File: src/wls_pkg.sv
// Shared widths, register indexes and types for the windowed latency statistics unit.
`timescale 1ns / 1ps
package wls_pkg;

  localparam int SCOPE_W    = 6;
  localparam int US_W       = 24;
  localparam int CNT_W      = 32;
  localparam int SHARE_W    = 16;
  localparam int SHARE_FRAC = 10;
  localparam int WLEN_W     = 8;
  localparam int CFG_IDX_W  = 4;
  localparam int CFG_DATA_W = 24;
  localparam int PCT_DIV    = 100;

  typedef enum logic [CFG_IDX_W-1:0] {
    REG_ENABLE     = 4'd0,
    REG_SLOW_THR   = 4'd1,
    REG_WINDOW_LEN = 4'd2,
    REG_BUDGET     = 4'd3
  } cfg_reg_t;

endpackage

File: src/wls_topk.sv
// Descending list of the largest samples seen in a window walk.
`timescale 1ns / 1ps
module wls_topk #(
  parameter int K  = 2,
  parameter int KW = 1
) (
  input  logic                     clk,
  input  logic                     clr,
  input  logic                     ins_en,
  input  logic [wls_pkg::US_W-1:0] ins_val,
  input  logic [KW-1:0]            sel,
  output logic [wls_pkg::US_W-1:0] sel_val,
  output logic [wls_pkg::US_W-1:0] max_val
);

  logic [wls_pkg::US_W-1:0] list_r   [K];
  logic [wls_pkg::US_W-1:0] list_nxt [K];
  logic [K-1:0]             above;

  always_comb begin
    for (int i = 0; i < K; i++) begin
      above[i] = ins_val > list_r[i];
    end
    for (int i = 0; i < K; i++) begin
      if (!above[i]) begin
        list_nxt[i] = list_r[i];
      end else if (i == 0) begin
        list_nxt[i] = ins_val;
      end else if (!above[i-1]) begin
        list_nxt[i] = ins_val;
      end else begin
        list_nxt[i] = list_r[i-1];
      end
    end
  end

  always_ff @(posedge clk) begin
    for (int i = 0; i < K; i++) begin
      if (clr) begin
        list_r[i] <= '0;
      end else if (ins_en) begin
        list_r[i] <= list_nxt[i];
      end
    end
  end

  assign sel_val = list_r[sel];
  assign max_val = list_r[0];

endmodule

File: config.mk
export PLATFORM = sky130hd
export DESIGN_NAME = wls_topk
export DESIGN_NICKNAME = d
export VERILOG_FILES = /design/src/wls_pkg.sv /design/src/wls_topk.sv
export SDC_FILE = /design/constraint.sdc
export NUM_CORES = 1
export LEC_CHECK = 0
export ABC_CLOCK_PERIOD_IN_PS = 8170
export BUFFER_PORTS_ARGS = -buffer_cell sky130_fd_sc_hd__buf_2
export CORE_MARGIN = 2
export CORE_UTILIZATION = 60
export CTS_BUF_LIST = sky130_fd_sc_hd__clkbuf_4 sky130_fd_sc_hd__clkbuf_8 sky130_fd_sc_hd__clkbuf_16
export DETAILED_ROUTE_END_ITERATION = 6
export PLACE_DENSITY = 0.87
export SETUP_SLACK_MARGIN = 0.05
export SYNTH_ARGS = -nofsm -noshare
export SYNTH_HDL_FRONTEND = slang
export SYNTH_SLANG_ARGS = --single-unit
File: constraint.sdc
create_clock -name clk -period 8.17 [get_ports clk]
set_clock_uncertainty 0.1 [all_clocks]
set_input_delay 2.0425 -clock clk [delete_from_list [all_inputs] [get_ports clk]]
set_output_delay 2.0425 -clock clk [all_outputs]
set_load 0.01 [all_outputs]
==> results.toml <==
[status]
status = "complete, no violations"

[cells_and_area]
largest_register_ffs = 48
final_common_cell = "nand2_1"
drive_gt1_share_pct = 21.92
top_register = "list_r"
post-route-util_pct = 71.91
finalNetCount = 522
final_cell_area_um2 = 4033
top_regs = "list_r (48)"
final_cell_mix = "nand2_1 (79), buf_2 (75), inv_1 (73)"
areaGrowthSynthToFinish_pct = 14.01
n_antenna_cell = 0

[yosys]
syn_nets = 449
syn_area_um2 = 3537
ys_ff_latch = 48
synth-warning-count = 0
yosysTopAreaCell = "edfxtp_1"
synth.distinct_cells = 35
synthDominantCellAreaShare_pct = 40.75
syn_inst = 373
seq_area_frac_synth_pct = 40.75
syn_avg_cell_area_um2 = 9.483
synth_area_leaders = "edfxtp_1 (41%), ha_1 (17%), nand2_1 (8.4%)"

[global_route]
grt_pass1_vias = 2749
grt-ovfl-total = 0
grt_use_total_pct = 25.72
antenna_found_initial = 0
grt.met3_usage_pct = 5.333
grt_pass1_wl_um = 12830
grt_max_degree = 49
use_met1_pct = 32.75
grt_util_met2_pct = 43.08
grt.busiest_layer = "met2"

[critical_path]
worst_ep_required_time_ns = 6.03
regToRegSetupSlack_ns = 5.14
crit_type = "in2out"
cp-start-kind = "primary input"
crit_arrival_ns = 3.17
regToRegEndpoint = "list_r[1][2]$_SDFFCE_PN0P_"
r2r_start = "list_r[1][23]$_SDFFCE_PN0P_"
cp-end-kind = "output port"
reg2regPathDepth = 9
crit_fanout = 47

[pwr]
powerDensity_nw_per_um2 = 164.1
internal-power_mw = 0.4436
pwr-share-clk_pct = 21.0
p_sw_mw = 0.2182
power_frac_comb_pct = 30.8
p_seq_share_pct = 48.2
vdd_drop_max_v = 0.0001259
p_leak_nw = 2.100
swShare_pct = 32.97

[run]
cap_violations = 0

[hold_path]
holdPathStages = 2
hold_start = "list_r[0][16]$_SDFFCE_PN0P_"
min_to = "list_r[1][16]$_SDFFCE_PN0P_"
hold_class = "reg2reg"

[clock_network]
cts.reportedPaths.clkPinSlew_ns = 0.09
cts_setup_buffers = 0
cts_hold_buf = 0
cts_tree = "done"
clockBufferDepth = 2
clock_sinks = 48
numCtsBuffers = 5
worstSkewPairLatency_ns = 0.30
h-tree-depth = 2
cts-root-buf = "clkbuf_8"
cts-resized-gates = 0

[die]
die-width_um = 80.78
core_um2 = 5608
initial_core_util_pct = 63.07
rows = 27
io_pins = 76
dieHeight_um = 80.78
die-area_um2 = 6525

[placement]
port_buffers = 75
placed_area_um2 = 3950
dp_hpwl_um = 5901
place_congestion = 0.8322

[detailed_routing]
wirelength_um = 7892
via_per_inst = 5.489
drcViolationCount = 0
postRouteAntennaNets = 0
wl_per_cell_um = 15.21
drt-pass1-iter-count = 4
vias = 2849
drt_iter0_drc = 175

[timing]
drv_slew = 0
period_needed_ns = 5.309
hold_violations = 0
setup_viol = 0
fin_crit_sh_pct = 64.98
fmax_ghz = 0.1884
worst_pin_slew_ns = 1.098
rsz0062_at_grt = "no"
fin_setup_tns_ns = 0
slew_headroom_pct = 26.80
-- worst max-delay path by stage --
stage | start | endpoint | slack, ns | cells past startpoint
2_1_floorplan | sel | sel_val[10] | 3.23 | 4
3_3_place_gp | sel | sel_val[0] | 2.88 | 3
3_5_place_dp | sel | sel_val[0] | 2.86 | 3
4_1_cts | sel | sel_val[0] | 2.86 | 3
5_1_grt | sel | sel_val[0] | 2.79 | 3
6_report | sel | sel_val[0] | 2.86 | 3
-- area by class of cell --
| type | count | area [um2] |
|---|---|---|
| Clock inverter | 3 | 13.76 |
| Sequential cell | 48 | 1441 |
| Fill cell | 445 | 1575 |
| Multi-Input combinational cell | 240 | 1747 |
| Clock buffer | 5 | 68.82 |
| Tap cell | 72 | 90.09 |
| Inverter | 73 | 274.0 |
| Timing Repair Buffer | 78 | 397.9 |
-- cell usage after synthesis, drive strengths merged --
master and count:
ha 48, nor3 2, nand3 2, mux2 1
nor4 1, buf 2, a211oi 1, o21a 1
a21oi 19, a221o 1, o21ai 25, nand3b 1
a21boi 1, o211ai 2, edfxtp 48, clkbuf 10
a31o 1, mux2i 24, o22ai 1, nor2 4
a21o 6, inv 73, nand4 11, a221oi 1
nor2b 4, o221ai 1, o31ai 2, nand2 79
or4 1
-- critical path, stage by stage --
cell    delay [ns]
buf_2         0.57
mux2_2        0.40
buf_2         0.14
-- routing by layer --
metal	wire length, um	up-vias
li1	-	1414
met3	585	19
met1	3232	1312
met5	0	-
met2	3886	104
met4	187	0
-- per-stage QoR --
step | instances | setup slack [ns] | hold WS (ns) | total power [mW]
floorplan | 373 | 3.232 | 0.5808 | 0.4604
global placement | 511 | 2.880 | 0.5315 | 0.5169
detailed placement | 511 | 2.858 | 0.5400 | 0.5270
CTS | 519 | 2.858 | 0.5612 | 0.6635
global route | 519 | 2.791 | 0.5997 | 0.7001
finish | 519 | 2.861 | 0.5566 | 0.6618
-- kinds of logic (layout without fill, tap and decap cells) --
kind of cell	Yosys count	in the layout	synth area share (%)
mux	25	25	7.110
compound gates	62	62	10.90
flops	48	48	40.75
buf+inv	85	159	9.940
simple gates	105	105	14.33
fa+ha+maj	48	48	16.98
-- power by group through the flow --
stage	clock network (mW)	logic (mW)	registers, mW
finish	0.139	0.204	0.319
global route	0.151	0.227	0.322
CTS	0.139	0.205	0.319
detailed placement	0	0.203	0.324
global placement	0	0.194	0.323
floorplan	0	0.135	0.326
(Power assumes the default switching activity.)
