**config.mk**
```make
export PLATFORM = sky130hd
export DESIGN_NAME = wls_divider
export DESIGN_NICKNAME = d
export VERILOG_FILES = /design/src/wls_divider.sv
export SDC_FILE = /design/constraint.sdc
export NUM_CORES = 1
export LEC_CHECK = 0
export BUFFER_PORTS_ARGS = -buffer_cell sky130_fd_sc_hd__buf_2
export CAP_MARGIN = 10
export CORE_MARGIN = 1.5
export CORE_UTILIZATION = 40
export DETAILED_ROUTE_END_ITERATION = 10
export GPL_TIMING_DRIVEN = 0
export PLACE_DENSITY = 0.59
export SYNTH_ARGS = -nofsm -noshare
export SYNTH_HDL_FRONTEND = slang
export SYNTH_SLANG_ARGS = --single-unit
```
**constraint.sdc**
```tcl
create_clock -name clk -period 3.87 [get_ports clk]
set_clock_uncertainty 0.1 [all_clocks]
set_input_delay 0.774 -clock clk [delete_from_list [all_inputs] [get_ports clk]]
set_output_delay 0.774 -clock clk [all_outputs]
set_load 0.01 [all_outputs]
```
**src/wls_divider.sv**
```systemverilog
// Bit-serial restoring divider, one quotient bit per cycle.
`timescale 1ns / 1ps
module wls_divider #(
  parameter int DW = 34,
  parameter int VW = 24
) (
  input  logic          clk,
  input  logic          rst_n,
  input  logic          start,
  input  logic [DW-1:0] dividend,
  input  logic [VW-1:0] divisor,
  output logic          busy,
  output logic          done,
  output logic [DW-1:0] quotient
);

  localparam int CW = $clog2(DW + 1);

  logic          busy_r;
  logic          done_r;
  logic [CW-1:0] cnt_r;
  logic [DW-1:0] quo_r;
  logic [VW-1:0] rem_r;
  logic [VW-1:0] dvs_r;
  logic [VW:0]   shifted;
  logic          ge;
  logic [VW-1:0] rem_nxt;

  assign shifted = {rem_r, quo_r[DW-1]};
  assign ge      = shifted >= {1'b0, dvs_r};
  assign rem_nxt = ge ? VW'(shifted - {1'b0, dvs_r}) : VW'(shifted);

  always_ff @(posedge clk) begin
    if (!rst_n) begin
      busy_r <= 1'b0;
      done_r <= 1'b0;
    end else begin
      done_r <= 1'b0;
      if (start && !busy_r) begin
        busy_r <= 1'b1;
      end else if (busy_r && cnt_r == CW'(1)) begin
        busy_r <= 1'b0;
        done_r <= 1'b1;
      end
    end
  end

  always_ff @(posedge clk) begin
    if (start && !busy_r) begin
      cnt_r <= CW'(DW);
      quo_r <= dividend;
      rem_r <= '0;
      dvs_r <= divisor;
    end else if (busy_r) begin
      cnt_r <= cnt_r - CW'(1);
      quo_r <= {quo_r[DW-2:0], ge};
      rem_r <= rem_nxt;
    end
  end

  assign busy     = busy_r;
  assign done     = done_r;
  assign quotient = quo_r;

endmodule

```
==> flow_summary.toml <==
[power_and_ir_drop]
max-vdd-ir-drop_v = 0.0003190
seq_power_share = 0.359
p_leak_nw = 2.411
switchingPower_w = 0.001357
clkPwrFrac = 0.234
p_sw_frac = 0.3567
p_int_w = 0.002447
finalPower_w = 0.003804
power.share.combinational = 0.408
powerDensity_nw_per_um2 = 659.4

[global_routing]
grt-busiest-layer = "met2"
grt_usage = 0.1737
grt_pass1_vias = 3677
antenna_found_initial = 0
use_met2 = 0.2830
grt_overflow = 0
met1_usage = 0.2186
grt_max_degree = 34
grtUsageMet3 = 0.05724
grt_pass1_wl_um = 17530

[routing]
antenna_left = 0
wl_um = 10220
vias = 3566
drt-initial-drc-count = 141
viasPerCell = 5.176
drcViolationCount = 1
routed_wire_length_per_instance_um = 14.83
dr.pass1.iters = 9

[clocking]
cts_buffers = 9
ctsHoldBuffers = 0
clock_path_buffers = 2
cts_tree = "done"
clk_latency_ns = 0.35
path_clk_slew_ns = 0.07
cts.sinks = 90
ctsHtreeMaxLevel = 3
cts-root-buf = "clkbuf_16"
cts.repair.resized = 0
post_cts_buffers = 0

[sta]
setup_tns_ns = 0
period_share = 0.8049
slew_headroom = 0.4247
finalMaxSlewViolations = 0
rsz0062_at_grt = "false"
worst_pin_slew_ns = 0.8629
setup_viol = 0
fmax_ghz = 0.3210
layout_min_cycle_time_ns = 3.115
hold_violations = 0

[critical_path]
worstPathArrival_ns = 3.12
cp-startpoint = "dvs_r[18]"
end_kind = "register"
cp-start-kind = "register"
crit_required_ns = 3.87
crit_fanout = 10
crit_type = "register to register"
worstReg2RegStart = "dvs_r[18]"
rrSetupSlack_ns = 0.76
r2r_cells = 9
regToRegEndpoint = "quotient[0]"

[placed_design]
port_buffers = 96
place_congestion = 0.8358
dp.final_hpwl_um = 7434
placed_cell_area_um2 = 5475

[worst_hold_path]
hold_end = "rem_r[7]"
min_path_type = "register to register"
hold_start = "rem_r[7]"
hold_path_depth = 2

[synth]
avgSynthCellArea_um2 = 11.06
syn_inst = 433
synth_top_area_share = 0.3638
synth_edf_count = 58
synth_flop_cell = "edfxtp_1"
synth_warnings = 0
seq_area_frac_synth = 0.4976
async_reset_ff_frac = 0
synth_top_cell_by_area = "edfxtp_1"
ys_types = 52
synth_area_leaders = "edfxtp_1 36%, dfxtp_1 13%, mux2_2 8.0%, ha_1 6.8%, mux2i_1 3.8%"
netlist_area_um2 = 4787
ys_ff_latch = 90
synth.net_count = 521

[cells_and_area]
area_growth_pct = 20.52
nets = 629
postLayoutCellArea_um2 = 5769
layout_common_cells = "96 x buf_2, 58 x edfxtp_1, 40 x nand2_1"
final_common_cell = "buf_2"
drive_gt1_frac = 0.2802
diodes = 0
fin_util = 0.4989

[die]
start_util = 0.4139
rows = 39
dieArea_um2 = 12630
design.core.area_um2 = 11560
die_h_um = 112.4
die_w_um = 112.4
io-pin-count = 97

[run]
maxCapViolations = 0

[outcome]
violations = "design-rule violations"
status = "finished, violations left"
## synth_stat cells, types with 2 or more instances
| master | number |
|---|---|
| a211o_1 | 2 |
| a211oi_1 | 2 |
| a21o_1 | 6 |
| a21oi_1 | 23 |
| a22o_1 | 2 |
| a311oi_1 | 3 |
| and3_1 | 4 |
| buf_4 | 2 |
| clkbuf_1 | 13 |
| dfxtp_1 | 32 |
| edfxtp_1 | 58 |
| ha_1 | 26 |
| inv_1 | 36 |
| mux2_2 | 34 |
| mux2i_1 | 18 |
| nand2_1 | 40 |
| nand2b_1 | 3 |
| nand3_1 | 5 |
| nand4_1 | 2 |
| nor2_1 | 13 |
| nor2b_1 | 4 |
| nor3_1 | 6 |
| nor4_1 | 2 |
| o21a_1 | 6 |
| o21ai_0 | 10 |
| o21ai_1 | 20 |
| o21bai_1 | 7 |
| o22ai_1 | 4 |
| o2bb2a_1 | 4 |
| o31ai_1 | 2 |
| o41ai_1 | 2 |
| or2_2 | 2 |
| xnor2_1 | 15 |
| xor2_1 | 7 |
## area by class of cell
class	count	area [um^2]
fill	1084	5796
sequential	90	2382
multi-input combinational	292	2206
timing repair buffer	97	508.0
clock buffer	10	229.0
tap	143	178.9
inverter	36	135.1
clock inverter	6	65.06
buffer	15	65.06
## cells by family (layout without fill, tap and decap cells)
kind of cell	Yosys count	count (layout)	share of synthesized area
AO/OA/AOI/OAI	102	102	0.1417
XOR/XNOR	22	22	0.04025
adder cells (fa/ha/maj)	27	27	0.07214
buffers and inverters	51	164	0.04156
flip-flops	90	90	0.4976
multiplexers	52	52	0.1176
AND/OR/NAND/NOR	89	89	0.08913
## power groups by stage
stage               Clock [W]  Sequential (W)  Combinational (W)
floorplan                   0         0.00138            0.00119
global placement            0         0.00138            0.00152
detailed placement          0         0.00138            0.00155
CTS                  0.000916         0.00137            0.00156
global route         0.000946         0.00139            0.00173
finish               0.000888         0.00136            0.00155
## critical path, cell delays in order (launching register included)
cell,delay [ns]
edfxtp_1,0.32
inv_1,0.04
ha_1,0.34
a21o_1,0.20
a21oi_1,0.21
o21ai_0,0.10
a2111oi_0,0.73
o31ai_4,0.27
buf_4,0.28
mux2_2,0.27
## layer usage
metal / wire [um] / up-vias
met3: 580 / 14
met2: 4586 / 87
li1: - / 1799
met1: 4903 / 1666
met4: 150 / 0
met5: 0 / -
## worst max path at each step
stage / endpoint / slack, ns / depth (start not counted)
after floorplan: quotient[26] / 0.95 / 4
after global placement: quotient[27] / 0.13 / 5
after detailed placement: rem_r[2] / 0.77 / 11
after CTS: quotient[0] / 0.72 / 9
after global routing: rem_r[6] / 0.50 / 11
final: quotient[0] / 0.76 / 9
## flip-flops by register name (all words and copies together), names as in the netlist
name,flops
rem_r,24
busy,1
quotient,34
done,1
dvs_r,24
cnt_r,6
## metrics by stage
step / instances / setup slack (ns) / hold WS [ns]
after floorplan: 433 / 0.9487 / 0.3451
after global placement: 672 / 0.1315 / 0.3563
after detailed placement: 673 / 0.7683 / 0.3614
after CTS: 689 / 0.7229 / 0.3699
after global routing: 689 / 0.5022 / 0.3911
final: 689 / 0.7550 / 0.3690
(Power assumes the default switching activity.)
